==> config.mk <==
export PLATFORM = sky130hd
export DESIGN_NAME = l1_vector_distance_core
export DESIGN_NICKNAME = d
export VERILOG_FILES = /design/src/l1vd_pkg.sv /design/src/l1_vector_distance_core.sv /design/src/l1vd_front.sv /design/src/l1vd_cell.sv /design/src/l1vd_accum.sv
export SDC_FILE = /design/constraint.sdc
export NUM_CORES = 2
export LEC_CHECK = 0
export BUFFER_PORTS_ARGS = -buffer_cell sky130_fd_sc_hd__buf_2
export CORE_MARGIN = 4
export CORE_UTILIZATION = 36
export CTS_CLUSTER_SIZE = 28
export DETAILED_ROUTE_END_ITERATION = 7
export GPL_TIMING_DRIVEN = 0
export PLACE_DENSITY = 0.59
export SYNTH_ARGS = -nofsm -noshare
export SYNTH_HDL_FRONTEND = slang
export SYNTH_SLANG_ARGS = --single-unit
==> constraint.sdc <==
create_clock -name aclk -period 61.3 [get_ports aclk]
set_input_delay 12.26 -clock aclk [delete_from_list [all_inputs] [get_ports aclk]]
set_output_delay 12.26 -clock aclk [all_outputs]
set_load 0.02 [all_outputs]
==> src/l1vd_pkg.sv <==
package l1vd_pkg;

    // Width of one real or imaginary component (two's complement).
    localparam int COMPONENT_BITS = 16;

    // |a - b| of two components always fits in COMPONENT_BITS unsigned bits.
    localparam int DIFF_W  = COMPONENT_BITS;
    localparam int SQ_W    = 2 * DIFF_W;
    localparam int SUMSQ_W = SQ_W + 1;
    // Root of a SUMSQ_W-bit value, one bit per sqrt cell.
    localparam int ROOT_W  = (SUMSQ_W + 1) / 2;
    localparam int RAD_W   = 2 * ROOT_W;
    localparam int REM_W   = ROOT_W + 2;

    localparam int DIST_W  = 32;
    localparam int TERM_W  = (ROOT_W > DIST_W) ? ROOT_W : DIST_W;

    // Word handed from cell to cell along the square-root chain.
    typedef struct packed {
        logic              valid;
        logic              last;
        logic              cmode;
        logic [DIFF_W-1:0] dr;
        logic [RAD_W-1:0]  rad;
        logic [REM_W-1:0]  rem;
        logic [ROOT_W-1:0] root;
    } cell_t;

endpackage

==> src/l1_vector_distance_core.sv <==
// L1 vector distance core: streams element pairs of two vectors and sums
// the per-pair distance, |a_real - b_real| when complex_mode is 0, or
// floor(sqrt(dr^2 + di^2)) of the complex difference when it is 1. The pair
// carrying last_pair = 1 closes the vector: its total (saturated at
// 2^32-1) goes out as one request on m_ and the running sum restarts at
// zero. One pair is taken every cycle while s_ready is high; the path from
// input request to the total on m_ runs through three front stages for
// difference, square and sum, one cell per root bit, one accumulate stage.
// s_ready drops only while a finished total sits unread on m_ and the next
// vector's last pair reaches the accumulator. Each pair uses the mode that
// was set when it was accepted; write cfg only while the core is idle.
module l1_vector_distance_core (
    input  logic                                       aclk,
    input  logic                                       aresetn,
    // configuration: bit 0 is complex_mode
    input  logic                                       cfg_wr_en,
    input  logic                                       cfg_wr_data,
    // element pair requests
    input  logic                                       s_valid,
    output logic                                       s_ready,
    input  logic signed [l1vd_pkg::COMPONENT_BITS-1:0] s_a_real,
    input  logic signed [l1vd_pkg::COMPONENT_BITS-1:0] s_a_imag,
    input  logic signed [l1vd_pkg::COMPONENT_BITS-1:0] s_b_real,
    input  logic signed [l1vd_pkg::COMPONENT_BITS-1:0] s_b_imag,
    input  logic                                       s_last_pair,
    // distance requests
    output logic                                       m_valid,
    input  logic                                       m_ready,
    output logic [l1vd_pkg::DIST_W-1:0]                m_distance
);

    localparam int NCELL = l1vd_pkg::ROOT_W;

    logic            complex_mode_reg;
    logic            advance;
    // chain[0] is the front end output, chain[NCELL] feeds the accumulator
    l1vd_pkg::cell_t chain [0:NCELL];

    always_ff @(posedge aclk) begin
        if (!aresetn) begin
            complex_mode_reg <= 1'b0;
        end else if (cfg_wr_en) begin
            complex_mode_reg <= cfg_wr_data;
        end
    end

    // whole pipeline moves in lockstep; a pair enters whenever it moves
    assign s_ready = advance;

    l1vd_front u_front (
        .aclk      (aclk),
        .aresetn   (aresetn),
        .en        (advance),
        .in_valid  (s_valid),
        .cmode     (complex_mode_reg),
        .a_real    (s_a_real),
        .a_imag    (s_a_imag),
        .b_real    (s_b_real),
        .b_imag    (s_b_imag),
        .last_pair (s_last_pair),
        .cell_out  (chain[0])
    );

    // square-root chain: each cell resolves one root bit, MSB first
    for (genvar g = 0; g < NCELL; g++) begin : g_cell
        l1vd_cell u_cell (
            .aclk     (aclk),
            .aresetn  (aresetn),
            .en       (advance),
            .cell_in  (chain[g]),
            .cell_out (chain[g+1])
        );
    end

    l1vd_accum u_accum (
        .aclk       (aclk),
        .aresetn    (aresetn),
        .tail       (chain[NCELL]),
        .m_ready    (m_ready),
        .m_valid    (m_valid),
        .m_distance (m_distance),
        .advance    (advance)
    );

`ifndef ASSERT_OFF
    // input side stalls only behind an unread total
    a_stall_cause: assert property (@(posedge aclk) disable iff (!aresetn)
        !s_ready |-> (m_valid && !m_ready))
        else $error("s_ready low without a waiting result");

    // a new total is loaded only on a cycle where the pipeline advanced
    a_load_on_advance: assert property (@(posedge aclk) disable iff (!aresetn)
        $rose(m_valid) |-> $past(s_ready))
        else $error("result loaded while pipeline stalled");

    // a closing pair at the tail is held while a total waits unread
    a_tail_hold: assert property (@(posedge aclk) disable iff (!aresetn)
        (chain[NCELL].valid && chain[NCELL].last && m_valid && !m_ready)
        |=> (chain[NCELL].valid && chain[NCELL].last))
        else $error("closing pair lost during stall");
`endif

endmodule

==> src/l1vd_front.sv <==
module l1vd_front (
    input  logic                                 aclk,
    input  logic                                 aresetn,
    input  logic                                 en,
    input  logic                                 in_valid,
    input  logic                                 cmode,
    input  logic signed [l1vd_pkg::COMPONENT_BITS-1:0] a_real,
    input  logic signed [l1vd_pkg::COMPONENT_BITS-1:0] a_imag,
    input  logic signed [l1vd_pkg::COMPONENT_BITS-1:0] b_real,
    input  logic signed [l1vd_pkg::COMPONENT_BITS-1:0] b_imag,
    input  logic                                 last_pair,
    output l1vd_pkg::cell_t                      cell_out
);

    typedef struct packed {
        logic                        valid;
        logic                        last;
        logic                        cmode;
        logic [l1vd_pkg::DIFF_W-1:0] dr;
        logic [l1vd_pkg::DIFF_W-1:0] di;
    } diff_t;

    typedef struct packed {
        logic                        valid;
        logic                        last;
        logic                        cmode;
        logic [l1vd_pkg::DIFF_W-1:0] dr;
        logic [l1vd_pkg::SQ_W-1:0]   sr;
        logic [l1vd_pkg::SQ_W-1:0]   si;
    } sq_t;

    localparam int CB = l1vd_pkg::COMPONENT_BITS;

    logic signed [CB:0]             dr_s;
    logic signed [CB:0]             di_s;
    logic [CB:0]                    dr_abs;
    logic [CB:0]                    di_abs;
    diff_t                          diff_reg;
    sq_t                            sq_reg;
    l1vd_pkg::cell_t                cell_reg;

    always_comb begin
        dr_s   = {a_real[CB-1], a_real} - {b_real[CB-1], b_real};
        di_s   = {a_imag[CB-1], a_imag} - {b_imag[CB-1], b_imag};
        dr_abs = dr_s[CB] ? (~dr_s + 1'b1) : dr_s;
        di_abs = di_s[CB] ? (~di_s + 1'b1) : di_s;
    end

    always_ff @(posedge aclk) begin
        if (!aresetn) begin
            diff_reg.valid <= 1'b0;
            sq_reg.valid   <= 1'b0;
            cell_reg.valid <= 1'b0;
        end else if (en) begin
            diff_reg.valid <= in_valid;
            diff_reg.last  <= last_pair;
            diff_reg.cmode <= cmode;
            diff_reg.dr    <= dr_abs[CB-1:0];
            diff_reg.di    <= di_abs[CB-1:0];

            sq_reg.valid   <= diff_reg.valid;
            sq_reg.last    <= diff_reg.last;
            sq_reg.cmode   <= diff_reg.cmode;
            sq_reg.dr      <= diff_reg.dr;
            sq_reg.sr      <= l1vd_pkg::SQ_W'(diff_reg.dr) * l1vd_pkg::SQ_W'(diff_reg.dr);
            sq_reg.si      <= l1vd_pkg::SQ_W'(diff_reg.di) * l1vd_pkg::SQ_W'(diff_reg.di);

            cell_reg.valid <= sq_reg.valid;
            cell_reg.last  <= sq_reg.last;
            cell_reg.cmode <= sq_reg.cmode;
            cell_reg.dr    <= sq_reg.dr;
            cell_reg.rad   <= l1vd_pkg::RAD_W'(l1vd_pkg::SUMSQ_W'(sq_reg.sr)
                                               + l1vd_pkg::SUMSQ_W'(sq_reg.si));
            cell_reg.rem   <= '0;
            cell_reg.root  <= '0;
        end
    end

    assign cell_out = cell_reg;

endmodule

==> src/l1vd_cell.sv <==
module l1vd_cell (
    input  logic            aclk,
    input  logic            aresetn,
    input  logic            en,
    input  l1vd_pkg::cell_t cell_in,
    output l1vd_pkg::cell_t cell_out
);

    localparam int RAD_W  = l1vd_pkg::RAD_W;
    localparam int REM_W  = l1vd_pkg::REM_W;
    localparam int ROOT_W = l1vd_pkg::ROOT_W;

    logic [REM_W-1:0] rem_sh;
    logic [REM_W-1:0] trial;
    l1vd_pkg::cell_t  cell_next;
    l1vd_pkg::cell_t  cell_reg;

    // one restoring square-root step: bring down two radicand bits
    always_comb begin
        rem_sh        = {cell_in.rem[REM_W-3:0], cell_in.rad[RAD_W-1 -: 2]};
        trial         = {cell_in.root, 2'b01};
        cell_next     = cell_in;
        cell_next.rad = {cell_in.rad[RAD_W-3:0], 2'b00};
        if (rem_sh >= trial) begin
            cell_next.rem  = rem_sh - trial;
            cell_next.root = {cell_in.root[ROOT_W-2:0], 1'b1};
        end else begin
            cell_next.rem  = rem_sh;
            cell_next.root = {cell_in.root[ROOT_W-2:0], 1'b0};
        end
    end

    always_ff @(posedge aclk) begin
        if (!aresetn) begin
            cell_reg.valid <= 1'b0;
        end else if (en) begin
            cell_reg <= cell_next;
        end
    end

    assign cell_out = cell_reg;

endmodule

==> src/l1vd_accum.sv <==
module l1vd_accum (
    input  logic                          aclk,
    input  logic                          aresetn,
    input  l1vd_pkg::cell_t               tail,
    input  logic                          m_ready,
    output logic                          m_valid,
    output logic [l1vd_pkg::DIST_W-1:0]   m_distance,
    output logic                          advance
);

    localparam int DIST_W = l1vd_pkg::DIST_W;
    localparam int TERM_W = l1vd_pkg::TERM_W;

    logic [TERM_W-1:0] term;
    logic [DIST_W-1:0] term_sat;
    logic [DIST_W:0]   total;
    logic [DIST_W-1:0] total_sat;
    logic [DIST_W-1:0] sum_reg;
    logic              out_valid_reg;
    logic [DIST_W-1:0] out_data_reg;

    // chain halts only when a new total arrives while the last one waits
    assign advance = !(tail.valid && tail.last && out_valid_reg && !m_ready);

    always_comb begin
        term      = tail.cmode ? TERM_W'(tail.root) : TERM_W'(tail.dr);
        term_sat  = (term > TERM_W'({DIST_W{1'b1}})) ? {DIST_W{1'b1}} : term[DIST_W-1:0];
        total     = {1'b0, sum_reg} + {1'b0, term_sat};
        total_sat = total[DIST_W] ? {DIST_W{1'b1}} : total[DIST_W-1:0];
    end

    always_ff @(posedge aclk) begin
        if (!aresetn) begin
            sum_reg       <= '0;
            out_valid_reg <= 1'b0;
        end else begin
            // a closing pair loads the output; otherwise a read empties it
            if (advance && tail.valid && tail.last) begin
                out_data_reg  <= total_sat;
                out_valid_reg <= 1'b1;
            end else if (out_valid_reg && m_ready) begin
                out_valid_reg <= 1'b0;
            end
            if (advance && tail.valid) begin
                if (tail.last) begin
                    sum_reg <= '0;
                end else begin
                    sum_reg <= total_sat;
                end
            end
        end
    end

    assign m_valid    = out_valid_reg;
    assign m_distance = out_data_reg;

endmodule

==> qor.yml <==
outcome:
  outcome: "completed"
layout:
  largest_reg_flops: 997
  nets: 6401
  drive_above_1_share_pct: 7.35
  fillers: 17307
  design_area_um2: 75100
  area_growth_pct: 12.3
place:
  placed_area_um2: 70900
  place_congestion: 0.862
  dp_hpwl_um: 89700
  io_buffers: 103
clock_tree:
  cts_buffer_depth: 3
  cts_inserted_buffers: 120
  cts_setup_buffers: 0
  htree_levels: 3
  cts_hold_buffers: 0
  path_clk_slew_ns: 0.06
  cts_sinks: 1230
  root_buffer: "clkbuf_16"
  ctsResizeCount: 0
  clkLatencyLatePin_ns: 0.77
  cts_tree: "done"
grt:
  grt_pass1_vias: 39696
  grt_use_total_pct: 12.6
  grt-busiest-layer: "met2"
  grt_overflow_total: 0
  use_met3_pct: 2.07
  gr-usage-met2_pct: 21.6
  use_met1_pct: 16.5
  antenna_found_initial: 4
  grt_max_degree: 79
  grt_pass1_wl_um: 200000
synth:
  ys_seq_area_share_pct: 54.5
  synth_nets: 6160
  synth_cells: 5304
  synth_edf_count: 1176
  synth.distinct_cells: 82
  yosys.area.top_type: "edfxtp_1"
  async_flop_share_pct: 0
  yosysTopAreaCellShare_pct: 52.8
  synth.area.top_cells: "edfxtp_1, fa_1, ha_1"
  syn_area_um2: 66800
  yosys_warnings: 0
  synthFlopType: "edfxtp_1"
  syn_area_per_cell_um2: 12.6
  synth.top_cells.by_count: "edfxtp_1, inv_1, ha_1, nand2_1, fa_1"
  synth_seq_cells: 1230
  synth.most_common_cell: "edfxtp_1"
floorplan:
  io_pins: 105
  die_y_um: 439
  initial_core_util_pct: 36.4
  chipWidth_um: 439
  rows: 157
  core_area_um2: 184000
  dieArea_um2: 193000
critical_path:
  path_common_cell: "buf_2"
  crit_path_max_fanout: 10
  critPathSlowestCell: "clkbuf_1"
  worstPathCellList: "buf_2 -> nand2b_1 -> nor2_1 -> inv_1 -> clkbuf_1 -> buf_2"
  cp.arrival_ns: 13.29
  critical_path_class: "in -> out"
  critPathMaxStageDelay_ns: 0.36
  start_kind: "input pin"
  end_kind: "output port"
  worst_ep_required_time_ns: 49.04
routing:
  drcViolationCount: 0
  antenna_left: 0
  viasPerCell: 4.74
  routedWlPerCell_um: 14.9
  finalWirelength_um: 121000
  drtPass1Iterations: 5
  drt-initial-drc-count: 2404
  dr_total_vias: 38492
sta:
  timing.hold.ws_ns: 0.377
  tns_ns: 0
  relSlewSlack_pct: 37.6
  fin_skew_ns: 0.0955
  fin_crit_ns: 25.55
  hold_viol: 0
  rsz0062_at_grt: "no"
  setup_viol: 0
  tightest_slew_ns: 0.921
  fin_crit_sh_pct: 41.7
  final_max_slew_viol_count: 0
  fmax_mhz: 39.1
worst_hold_path:
  holdCritPathClass: "reg -> reg"
job:
  maxCapViolCount: 0
## cell usage in the layout, fill, tap and decap left out, types with 31 or more instances in the layout
cell,count
nand2_1,365
clkbuf_16,120
a21oi_1,233
xnor2_1,206
nor2_1,248
nand3_1,73
o21ai_0,172
mux2_2,50
a21boi_0,31
xor2_1,136
nor3_1,81
buf_2,107
o21a_1,70
nand2b_1,53
fa_1,331
edfxtp_1,1176
and2_1,106
ha_1,454
dfxtp_1,54
nor2b_1,45
clkbuf_1,103
inv_1,791
a21o_1,93
or3_1,34
## path summary, 6_finish.rpt
kind,end,cells past startpoint,slack (ns),start
worst min-delay path,g_cell[1].u_cell.cell_out[79],0,0.38,g_cell[0].u_cell.cell_out[79]
worst max-delay path,s_ready,6,35.75,m_ready
worst min register to register,g_cell[1].u_cell.cell_out[79],0,0.38,g_cell[0].u_cell.cell_out[79]
worst max register to register,u_front.sq_reg[63],22,53.37,u_front.diff_reg[20]
## cell type report
| type | instances | area (um2) | share of cell area [%] |
|---|---|---|---|
| diodes | 2 | 5.00 | 0.00667 |
| plain buffers | 101 | 392 | 0.522 |
| clock buffers | 133 | 3050 | 4.06 |
| clock inverters | 93 | 1140 | 1.51 |
| inverters | 791 | 2970 | 3.95 |
| multi-input cells | 3182 | 27100 | 36.1 |
| flip-flops and latches | 1230 | 36400 | 48.5 |
| well taps | 2464 | 3080 | 4.11 |
| repair buffers | 119 | 956 | 1.27 |
## per-stage QoR
step	setup slack (ns)	instances	utilization, %
2_1_floorplan	20.13	5304	-
3_3_place_gp	10.51	7871	38.3
3_5_place_dp	35.76	7887	38.6
4_1_cts	35.75	8113	40.8
5_1_grt	35.62	8114	40.8
6_report	35.75	8115	40.8
## worst max-delay path, delay by kind of cell
family        cells  cell delay (ns)
buf+inv           4             0.82
simple gates      2             0.21
## per-layer routing
metal / wire length (um) / vias up
met1: 54000 / 18644
met3: 4920 / 197
li1: - / 18975
met4: 3240 / 0
met2: 58700 / 676
met5: 0 / -
## kinds of logic (layout without fill, tap and decap cells)
family	Yosys count	in the layout	synth area share (%)
buffers and inverters	892	1237	5.03
and+or+nand+nor	1161	1161	8.45
muxes	71	71	1.21
adders and majority gates	785	785	18.4
DFF	1230	1230	54.5
AOI/OAI and AO/OA	822	822	7.97
xor gates and xnor gates	342	342	4.48
other	1	3	0.00561
Power is not shown: default switching activity piles up to over one toggle a cycle in this logic, so the estimate is an artifact.
